`config.mk`:
```
export PLATFORM = sky130hd
export DESIGN_NAME = prime_field_modular_power_top_flat
export DESIGN_NICKNAME = d
export VERILOG_FILES = /design/src/design/pfmp_pkg.sv /design/src/design/pfmp_if.sv /design/src/design/pfmp_mulmod.sv /design/src/design/prime_field_modular_power_top.sv /design/src/flat_wrapper.sv
export SDC_FILE = /design/constraint.sdc
export NUM_CORES = 1
export LEC_CHECK = 0
export ABC_AREA = 1
export BUFFER_PORTS_ARGS = -buffer_cell sky130_fd_sc_hd__buf_2
export CORE_AREA = 2 2 291 293
export DETAILED_ROUTE_END_ITERATION = 6
export DIE_AREA = 0 0 293 295
export SLEW_MARGIN = 20
export SYNTH_ARGS = -nofsm -noshare
export SYNTH_HDL_FRONTEND = slang
export SYNTH_SLANG_ARGS = --single-unit
```
`constraint.sdc`:
```
create_clock -name clk -period 5.9 [get_ports clk]
set_clock_uncertainty 0.05 [all_clocks]
set_input_delay 0 -clock clk [delete_from_list [all_inputs] [get_ports clk]]
set_output_delay 0 -clock clk [all_outputs]
set_load 0.005 [all_outputs]
```
`src/design/pfmp_pkg.sv`:
```
// shared constants, widths and state type for the prime-field modular power block
// no dependencies
`timescale 1ns / 1ps

package pfmp_pkg;

  localparam int FIELD_W   = 30;
  localparam int EXP_W     = 64;
  localparam int MUL_CNT_W = $clog2(FIELD_W);
  localparam int EXP_CNT_W = $clog2(EXP_W);

  // field prime and the group order used to fold the exponent
  localparam logic [FIELD_W-1:0] PRIME = 30'd1000000007;
  localparam logic [FIELD_W-1:0] ORDER = 30'd1000000006;

  typedef enum logic [2:0] {
    ST_IDLE,
    ST_REDUCE,
    ST_LIFT,
    ST_ROUND,
    ST_WAIT,
    ST_EMIT
  } pfmp_state_t;

endpackage

```
`src/design/pfmp_if.sv`:
```
// valid/ready channel interfaces for the input and result items
// depends on pfmp_pkg
`timescale 1ns / 1ps

interface pfmp_in_if import pfmp_pkg::*; ();
  logic                      valid;
  logic                      ready;
  logic        [FIELD_W-1:0] base;
  logic signed [EXP_W-1:0]   exponent;

  modport source (output valid, output base, output exponent, input ready);
  modport sink   (input valid, input base, input exponent, output ready);
endinterface

interface pfmp_out_if import pfmp_pkg::*; ();
  logic               valid;
  logic               ready;
  logic [FIELD_W-1:0] power;

  modport source (output valid, output power, input ready);
  modport sink   (input valid, input power, output ready);
endinterface

```
`src/design/pfmp_mulmod.sv`:
```
// bit-serial modular multiplier, one bit of op_a per cycle, msb first
// depends on pfmp_pkg; operands must already be below the prime
`timescale 1ns / 1ps

module pfmp_mulmod import pfmp_pkg::*; (
  input  logic               clk,
  input  logic               rst_n,
  input  logic               start,
  input  logic [FIELD_W-1:0] op_a,
  input  logic [FIELD_W-1:0] op_b,
  output logic               done,
  output logic [FIELD_W-1:0] product
);

  localparam logic [MUL_CNT_W-1:0] CNT_LAST = MUL_CNT_W'(FIELD_W - 1);
  localparam logic [FIELD_W:0]     PRIME_X  = {1'b0, PRIME};

  logic                 busy_r, busy_nxt;
  logic                 done_r, done_nxt;
  logic [MUL_CNT_W-1:0] cnt_r, cnt_nxt;
  logic [FIELD_W-1:0]   a_r, a_nxt;
  logic [FIELD_W-1:0]   b_r, b_nxt;
  logic [FIELD_W-1:0]   acc_r, acc_nxt;

  logic [FIELD_W:0] dbl, dbl_red, sum, sum_red;

  // acc = 2*acc + bit*b mod p, two conditional subtracts
  always_comb begin
    dbl     = {acc_r, 1'b0};
    dbl_red = (dbl >= PRIME_X) ? dbl - PRIME_X : dbl;
    sum     = dbl_red + (a_r[FIELD_W-1] ? {1'b0, b_r} : '0);
    sum_red = (sum >= PRIME_X) ? sum - PRIME_X : sum;
  end

  always_comb begin
    busy_nxt = busy_r;
    done_nxt = 1'b0;
    cnt_nxt  = cnt_r;
    a_nxt    = a_r;
    b_nxt    = b_r;
    acc_nxt  = acc_r;
    if (start) begin
      busy_nxt = 1'b1;
      cnt_nxt  = '0;
      a_nxt    = op_a;
      b_nxt    = op_b;
      acc_nxt  = '0;
    end else if (busy_r) begin
      a_nxt   = {a_r[FIELD_W-2:0], 1'b0};
      acc_nxt = sum_red[FIELD_W-1:0];
      cnt_nxt = cnt_r + 1'b1;
      if (cnt_r == CNT_LAST) begin
        busy_nxt = 1'b0;
        done_nxt = 1'b1;
      end
    end
  end

  always_ff @(posedge clk) begin
    if (!rst_n) begin
      busy_r <= 1'b0;
      done_r <= 1'b0;
      cnt_r  <= '0;
    end else begin
      busy_r <= busy_nxt;
      done_r <= done_nxt;
      cnt_r  <= cnt_nxt;
    end
  end

  always_ff @(posedge clk) begin
    a_r   <= a_nxt;
    b_r   <= b_nxt;
    acc_r <= acc_nxt;
  end

  assign done    = done_r;
  assign product = acc_r;

endmodule

```
`src/design/prime_field_modular_power_top.sv`:
```
// top level: base^exponent mod 1000000007 by right-to-left square-and-multiply
// depends on pfmp_pkg, pfmp_if (pfmp_in_if, pfmp_out_if) and pfmp_mulmod
`timescale 1ns / 1ps

//  channel   | dir | handshake    | payload
//  ----------+-----+--------------+-----------------------------------------
//  in_ch     | in  | valid/ready  | base[29:0], exponent[63:0] signed
//  out_ch    | out | valid/ready  | power[29:0]
//
//  one item at a time: the exponent is folded modulo p-1 bit by bit, then one
//  square-and-multiply round runs per bit of the folded exponent (at most 30 bits)
//  rst_n is synchronous, active low, and clears only control state
//  the result sits in an output register; a new item is taken while it waits, and
//  the block stalls before writing its next result until that register is free

module prime_field_modular_power_top import pfmp_pkg::*; (
  input logic        clk,
  input logic        rst_n,
  pfmp_in_if.sink    in_ch,
  pfmp_out_if.source out_ch
);

  localparam logic [EXP_CNT_W-1:0] ECNT_LAST = EXP_CNT_W'(EXP_W - 1);
  localparam logic [FIELD_W:0]     ORDER_X   = {1'b0, ORDER};
  localparam logic [FIELD_W:0]     PRIME_X   = {1'b0, PRIME};

  pfmp_state_t state_r, state_nxt;

  // exponent magnitude shift register, msb first, and its sign
  logic [EXP_W-1:0]     mag_r, mag_nxt;
  logic                 neg_r, neg_nxt;
  logic [EXP_CNT_W-1:0] ecnt_r, ecnt_nxt;
  // running remainder of the magnitude modulo p-1
  logic [FIELD_W-1:0]   rem_r, rem_nxt;
  // folded exponent, consumed lsb first
  logic [FIELD_W-1:0]   e_r, e_nxt;
  // square-and-multiply operands
  logic [FIELD_W-1:0]   base_r, base_nxt;
  logic [FIELD_W-1:0]   acc_r, acc_nxt;
  // output register
  logic                 ovalid_r, ovalid_nxt;
  logic [FIELD_W-1:0]   power_r, power_nxt;

  logic                 in_take;
  logic [EXP_W-1:0]     mag_in;
  logic [FIELD_W:0]     base_in, rem_dbl;
  logic                 mul_start;
  logic                 mul_done, sqr_done;
  logic [FIELD_W-1:0]   mul_prod, sqr_prod;

  // acc*base and base*base run side by side, one round per exponent bit
  pfmp_mulmod u_mul (
    .clk     (clk),
    .rst_n   (rst_n),
    .start   (mul_start),
    .op_a    (acc_r),
    .op_b    (base_r),
    .done    (mul_done),
    .product (mul_prod)
  );

  pfmp_mulmod u_sqr (
    .clk     (clk),
    .rst_n   (rst_n),
    .start   (mul_start),
    .op_a    (base_r),
    .op_b    (base_r),
    .done    (sqr_done),
    .product (sqr_prod)
  );

  assign in_ch.ready  = (state_r == ST_IDLE);
  assign in_take      = in_ch.valid && in_ch.ready;
  assign out_ch.valid = ovalid_r;
  assign out_ch.power = power_r;

  // two's complement magnitude; the most negative value gives 2^63 unsigned
  assign mag_in  = in_ch.exponent[EXP_W-1] ? (~in_ch.exponent + 64'd1) : in_ch.exponent;
  // a 30-bit base is below 2p, so one subtract reduces it
  assign base_in = {1'b0, in_ch.base};
  // next remainder step before the conditional subtract
  assign rem_dbl = {rem_r, mag_r[EXP_W-1]};

  always_comb begin
    state_nxt  = state_r;
    mag_nxt    = mag_r;
    neg_nxt    = neg_r;
    ecnt_nxt   = ecnt_r;
    rem_nxt    = rem_r;
    e_nxt      = e_r;
    base_nxt   = base_r;
    acc_nxt    = acc_r;
    ovalid_nxt = ovalid_r;
    power_nxt  = power_r;
    mul_start  = 1'b0;

    if (out_ch.ready) begin
      ovalid_nxt = 1'b0;
    end

    unique case (state_r)
      ST_IDLE: begin
        if (in_take) begin
          mag_nxt   = mag_in;
          neg_nxt   = in_ch.exponent[EXP_W-1];
          ecnt_nxt  = '0;
          rem_nxt   = '0;
          base_nxt  = (base_in >= PRIME_X) ? in_ch.base - PRIME : in_ch.base;
          state_nxt = ST_REDUCE;
        end
      end
      ST_REDUCE: begin
        // fold one exponent bit a cycle: rem = 2*rem + bit mod (p-1)
        rem_nxt  = (rem_dbl >= ORDER_X) ? FIELD_W'(rem_dbl - ORDER_X) : rem_dbl[FIELD_W-1:0];
        mag_nxt  = {mag_r[EXP_W-2:0], 1'b0};
        ecnt_nxt = ecnt_r + 1'b1;
        if (ecnt_r == ECNT_LAST) begin
          state_nxt = ST_LIFT;
        end
      end
      ST_LIFT: begin
        // negative exponent: lift the remainder into range for the inverse power
        e_nxt     = (neg_r && (rem_r != '0)) ? ORDER - rem_r : rem_r;
        acc_nxt   = FIELD_W'(1);
        state_nxt = ST_ROUND;
      end
      ST_ROUND: begin
        if (e_r == '0) begin
          state_nxt = ST_EMIT;
        end else begin
          mul_start = 1'b1;
          state_nxt = ST_WAIT;
        end
      end
      ST_WAIT: begin
        if (mul_done) begin
          if (e_r[0]) begin
            acc_nxt = mul_prod;
          end
          base_nxt  = sqr_prod;
          e_nxt     = {1'b0, e_r[FIELD_W-1:1]};
          state_nxt = ST_ROUND;
        end
      end
      ST_EMIT: begin
        // wait until the output register is free or being drained
        if (!ovalid_r || out_ch.ready) begin
          ovalid_nxt = 1'b1;
          power_nxt  = acc_r;
          state_nxt  = ST_IDLE;
        end
      end
      default: begin
        state_nxt = ST_IDLE;
      end
    endcase
  end

  always_ff @(posedge clk) begin
    if (!rst_n) begin
      state_r  <= ST_IDLE;
      ovalid_r <= 1'b0;
      ecnt_r   <= '0;
    end else begin
      state_r  <= state_nxt;
      ovalid_r <= ovalid_nxt;
      ecnt_r   <= ecnt_nxt;
    end
  end

  always_ff @(posedge clk) begin
    mag_r   <= mag_nxt;
    neg_r   <= neg_nxt;
    rem_r   <= rem_nxt;
    e_r     <= e_nxt;
    base_r  <= base_nxt;
    acc_r   <= acc_nxt;
    power_r <= power_nxt;
  end

  // both serial units are started together and must finish together
  assert property (@(posedge clk) disable iff (!rst_n) mul_done == sqr_done)
    else $error("multiply and square units out of step");

  // a round start always leads into the wait for the multipliers
  assert property (@(posedge clk) disable iff (!rst_n)
    (state_r == ST_ROUND && e_r != '0) |=> (state_r == ST_WAIT))
    else $error("round start did not enter wait");

  // operands of the square-and-multiply loop stay reduced
  assert property (@(posedge clk) disable iff (!rst_n)
    (state_r == ST_ROUND || state_r == ST_WAIT) |-> (acc_r < PRIME && base_r < PRIME))
    else $error("operand not reduced modulo the prime");

  // the folded exponent never reaches p-1
  assert property (@(posedge clk) disable iff (!rst_n)
    (state_r == ST_REDUCE || state_r == ST_LIFT) |-> (rem_r < ORDER))
    else $error("exponent remainder out of range");

  // the multipliers report done only while the loop waits on them
  assert property (@(posedge clk) disable iff (!rst_n) mul_done |-> (state_r == ST_WAIT))
    else $error("multiplier done outside of wait");

endmodule
```
`src/flat_wrapper.sv`:
```
// flat-port wrapper written by rule: the top's interface ports become plain ports
module prime_field_modular_power_top_flat import pfmp_pkg::*;
  (clk, rst_n, in_ch_valid, in_ch_base, in_ch_exponent, in_ch_ready, out_ch_valid, out_ch_power, out_ch_ready);
  pfmp_in_if in_ch_i ();
  pfmp_out_if out_ch_i ();
  input logic clk;
  input logic rst_n;
  input wire logic [$bits(in_ch_i.valid)-1:0] in_ch_valid;
  input wire logic [$bits(in_ch_i.base)-1:0] in_ch_base;
  input wire logic [$bits(in_ch_i.exponent)-1:0] in_ch_exponent;
  output wire logic [$bits(in_ch_i.ready)-1:0] in_ch_ready;
  output wire logic [$bits(out_ch_i.valid)-1:0] out_ch_valid;
  output wire logic [$bits(out_ch_i.power)-1:0] out_ch_power;
  input wire logic [$bits(out_ch_i.ready)-1:0] out_ch_ready;
  assign in_ch_i.valid = in_ch_valid;
  assign in_ch_i.base = in_ch_base;
  assign in_ch_i.exponent = in_ch_exponent;
  assign in_ch_ready = in_ch_i.ready;
  assign out_ch_valid = out_ch_i.valid;
  assign out_ch_power = out_ch_i.power;
  assign out_ch_i.ready = out_ch_ready;
  prime_field_modular_power_top u_core (.clk(clk), .rst_n(rst_n), .in_ch(in_ch_i), .out_ch(out_ch_i));
endmodule
```
==> metrics.yaml <==
run_status: "complete, no violations"
met3_wire_length_um: 5201
reg2reg_to: "u_core.u_sqr.product[17]$_SDFFE_PP0P_"
setup_violations: 0
syn-instance-count: 4290
hold_viol: 0
clk_latency_ns: 0.61
overflow: 0
grt_max_degree: 90
final.period_utilization_pct: 92.15
grt_pass1_vias: 25560
io_pins: 130
root_buffer: "clkbuf_16"
cts.sinks: 388
detailedRoute.firstIterationViolations: 2132
leakagePower_nw: 15.71
route.antenna.remaining_nets: 0
fillers: 8701
syn_area_mm2: 0.02889
synth_top_flop_cell: "edfxtp_1"
stdcell_area_mm2: 0.03330
post-place-ws_ns: 0.4652
grt_util_all_layers_pct: 19.87
timing.reg2reg.worst_path_depth: 31
final.min_clock_period_ns: 5.437
syn-mean-instance-area_um2: 6.733
critPathLaunch: "u_core.u_sqr.product[2]$_SDFFE_PP0P_"
worst_path_fanout_max: 26
grt_setup_unrepaired: "no"
crit-reg2reg-launch: "u_core.u_sqr.product[2]$_SDFFE_PP0P_"
via_per_inst: 4.911
synth-async-reset-ratio_pct: 0
layout_commonest_cell: "nand2_1"
wire_length_of_the_first_global_routing_pass_um: 138500
drt_pre_antenna_iters: 6
antenna_found_initial: 4
multi_input_area_mm2: 0.01514
route.vias.total: 27590
cp_common_cell: "nand2_1"
die_area_mm2: 0.08644
hp-class: "in -> reg"
routedLengthMet1_um: 41350
start_util_pct: 34.74
crit_path_max_incr_delay_ns: 0.41
drive_gt1_share_pct: 6.749
pwr_density_cell_mw_per_mm2: 476.4
timing.setup.critical_path_class: "reg -> reg"
gp_congestion: 0.9552
critPathLaunchType: "register"
die_height_um: 295
synth_seq_area_share_pct: 37.46
critical_path.endpoint_type: "register"
synth_area_leaders: "edfxtp_1 (32%), nand2_1 (19%), inv_1 (8.4%)"
post_dp_cell_area_mm2: 0.03065
drc_errors: 0
dpl_hpwl_um: 68090
required_time_at_the_endpoint_of_the_critical_path_ns: 6.33
yosys_register_bits: 388
clk_transition_reported_paths_ns: 0.06
wl_met2_um: 38580
synthDominantAreaCellType: "edfxtp_1"
topRoutingLayerUsed: "met5"
arrival_ns: 5.87
nets: 4671
postLayoutSetupSlackWorst_ns: 0.4631
synthDistinctLibCells: 59
postSynthNetCount: 4463
areaGrowthSynthToFinish_pct: 15.30
post_cts.repair.setup_buffers: 0
fp-row-count: 106
hold-path-cell-count: 5
cts_max_path_buffers: 3
cts_htree_levels: 2
worstSetupEndpoint: "u_core.u_sqr.product[17]$_SDFFE_PP0P_"
totalNegativeSetupSlack_ns: 0
peakVddDrop_mv: 0.2583
max_clock_freq_ghz: 0.1839
yosys_warnings: 0
worst_slew_margin_rel_pct: 33.71
die_x_um: 293
tritoncts: "built"
maxSlewViolCount: 0
synth_top_area_share_pct: 31.71
number_of_max_capacitance_violations_reported: 0
avgRoutedWirePerCell_um: 15.66
worst_pin_slew_ns: 0.9919
synth_edf_count: 305
io_buffer_count: 129
ff2ff_setup_slack_ns: 0.46
slowest_stage: "ha_1"
cts_inserted_buffers: 45
seqCellArea_mm2: 0.01082
routed_wl_um: 87960
mostFrequentLayoutCells: "nand2_1 (1472), inv_1 (645), nor2_1 (414)"
post-layout-total-power_mw: 15.87
postLayoutCoreUtil_pct: 40.05
design.core.area_mm2: 0.08316
-- logic make-up (layout without fill, tap and decap cells) --
| group | count (synthesis) | count (layout) | share of synthesized area (%) |
|---|---|---|---|
| and+or+nand+nor | 2451 | 2452 | 35.42 |
| buffers and inverters | 780 | 1023 | 10.34 |
| AOI/OAI and AO/OA | 406 | 406 | 7.693 |
| DFF | 388 | 388 | 37.46 |
| xor gates and xnor gates | 190 | 190 | 5.787 |
| adders and majority gates | 75 | 75 | 3.301 |
| other | 0 | 3 | 0 |
-- metal layers --
layer	vias up	global-route usage, %
met1	12570	28.14
li1	14120	-
met4	2	6.366
met3	127	2.165
met2	769	31.69
met5	-	0
-- what timing repair did --
item	4_1_cts	5_1_grt
hold buffers	115	0
resized for setup	0	1
setup endpoints to repair	0	30
endpoints found under the hold margin	117	0
-- through the flow --
| step | hold slack, ns | std cells |
|---|---|---|
| after global routing | 0.06243 | 5617 |
| after detailed placement | 0.2339 | 5413 |
| after CTS | 0.01062 | 5611 |
| after global placement | 0.2351 | 5413 |
| final | 0.03726 | 5617 |
| after floorplan | 0.04887 | 4290 |
-- worst max-delay path, delay by kind of cell, from the launching register on --
kind | cells | cell delay, ns
XOR/XNOR | 1 | 0.16
buffers and inverters | 6 | 0.71
flip-flops | 1 | 0.38
AO/OA/AOI/OAI | 2 | 0.46
AND/OR/NAND/NOR | 20 | 2.85
adder cells (fa/ha/maj) | 2 | 0.67
-- worst min path at each step --
stage,start,to
4_1_cts,in_ch_base[8],u_core.base_r[8]$_DFFE_PP_
2_1_floorplan,in_ch_exponent[63],u_core.neg_r$_DFFE_PP_
3_5_place_dp,rst_n,u_core.state_r[2]$_SDFFE_PN0P_
5_1_grt,in_ch_base[8],u_core.base_r[8]$_DFFE_PP_
3_3_place_gp,rst_n,u_core.state_r[2]$_SDFFE_PN0P_
6_report,in_ch_base[8],u_core.base_r[8]$_DFFE_PP_
-- power breakdown --
part | internal [mW] | switching (mW) | leakage, nW | total [mW]
Combinational | 2.84 | 6.30 | 11.5 | 9.14
Clock | 1.54 | 1.17 | 0.687 | 2.71
Sequential | 3.60 | 0.427 | 3.56 | 4.02
Total | 7.97 | 7.90 | 15.7 | 15.9
-- final cells by class --
type	instances	area share, %
Antenna cell	3	0.02254
Clock buffer	66	3.798
Clock inverter	17	0.4809
Inverter	667	7.536
Multi-Input combinational cell	3123	45.45
Sequential cell	388	32.49
Tap cell	1080	4.057
Timing Repair Buffer	273	6.169
-- cells in the mapped netlist (all sizes together) (2+ instances only) --
cell type / n
nand2: 1496
inv: 659
nor2: 432
edfxtp: 305
nand3: 298
a21oi: 166
o21ai: 166
xor2: 159
nor3: 85
clkbuf: 83
dfxtp: 83
ha: 73
nand4: 61
nor4: 31
xnor2: 31
buf: 30
nand3b: 27
a31oi: 19
o31ai: 14
or2: 9
clkinv: 8
and2: 7
o21a: 7
o21bai: 7
o22ai: 5
a211oi: 4
o211ai: 3
or4: 3
a21o: 2
a221oi: 2
a311oi: 2
fa: 2
-- state kept, by name (all words and copies together), names as in the netlist --
| register | flops |
|---|---|
| u_core.mag_r | 64 |
| u_core.acc_r | 30 |
| u_core.base_r | 30 |
| u_core.e_r | 30 |
| u_core.out_ch.power | 30 |
| u_core.rem_r | 30 |
| u_core.u_mul.a_r | 30 |
| u_core.u_mul.b_r | 30 |
| u_core.u_mul.product | 30 |
| u_core.u_sqr.a_r | 30 |
| u_core.u_sqr.product | 30 |
| u_core.ecnt_r | 6 |
| u_core.u_mul.cnt_r | 5 |
| u_core.u_sqr.cnt_r | 5 |
| u_core.state_r | 3 |
| u_core.neg_r | 1 |
| u_core.out_ch.valid | 1 |
| u_core.u_mul.busy_r | 1 |
| u_core.u_mul.done | 1 |
| u_core.u_sqr.busy_r | 1 |
Note: power is estimated with default switching activity, not from simulation.
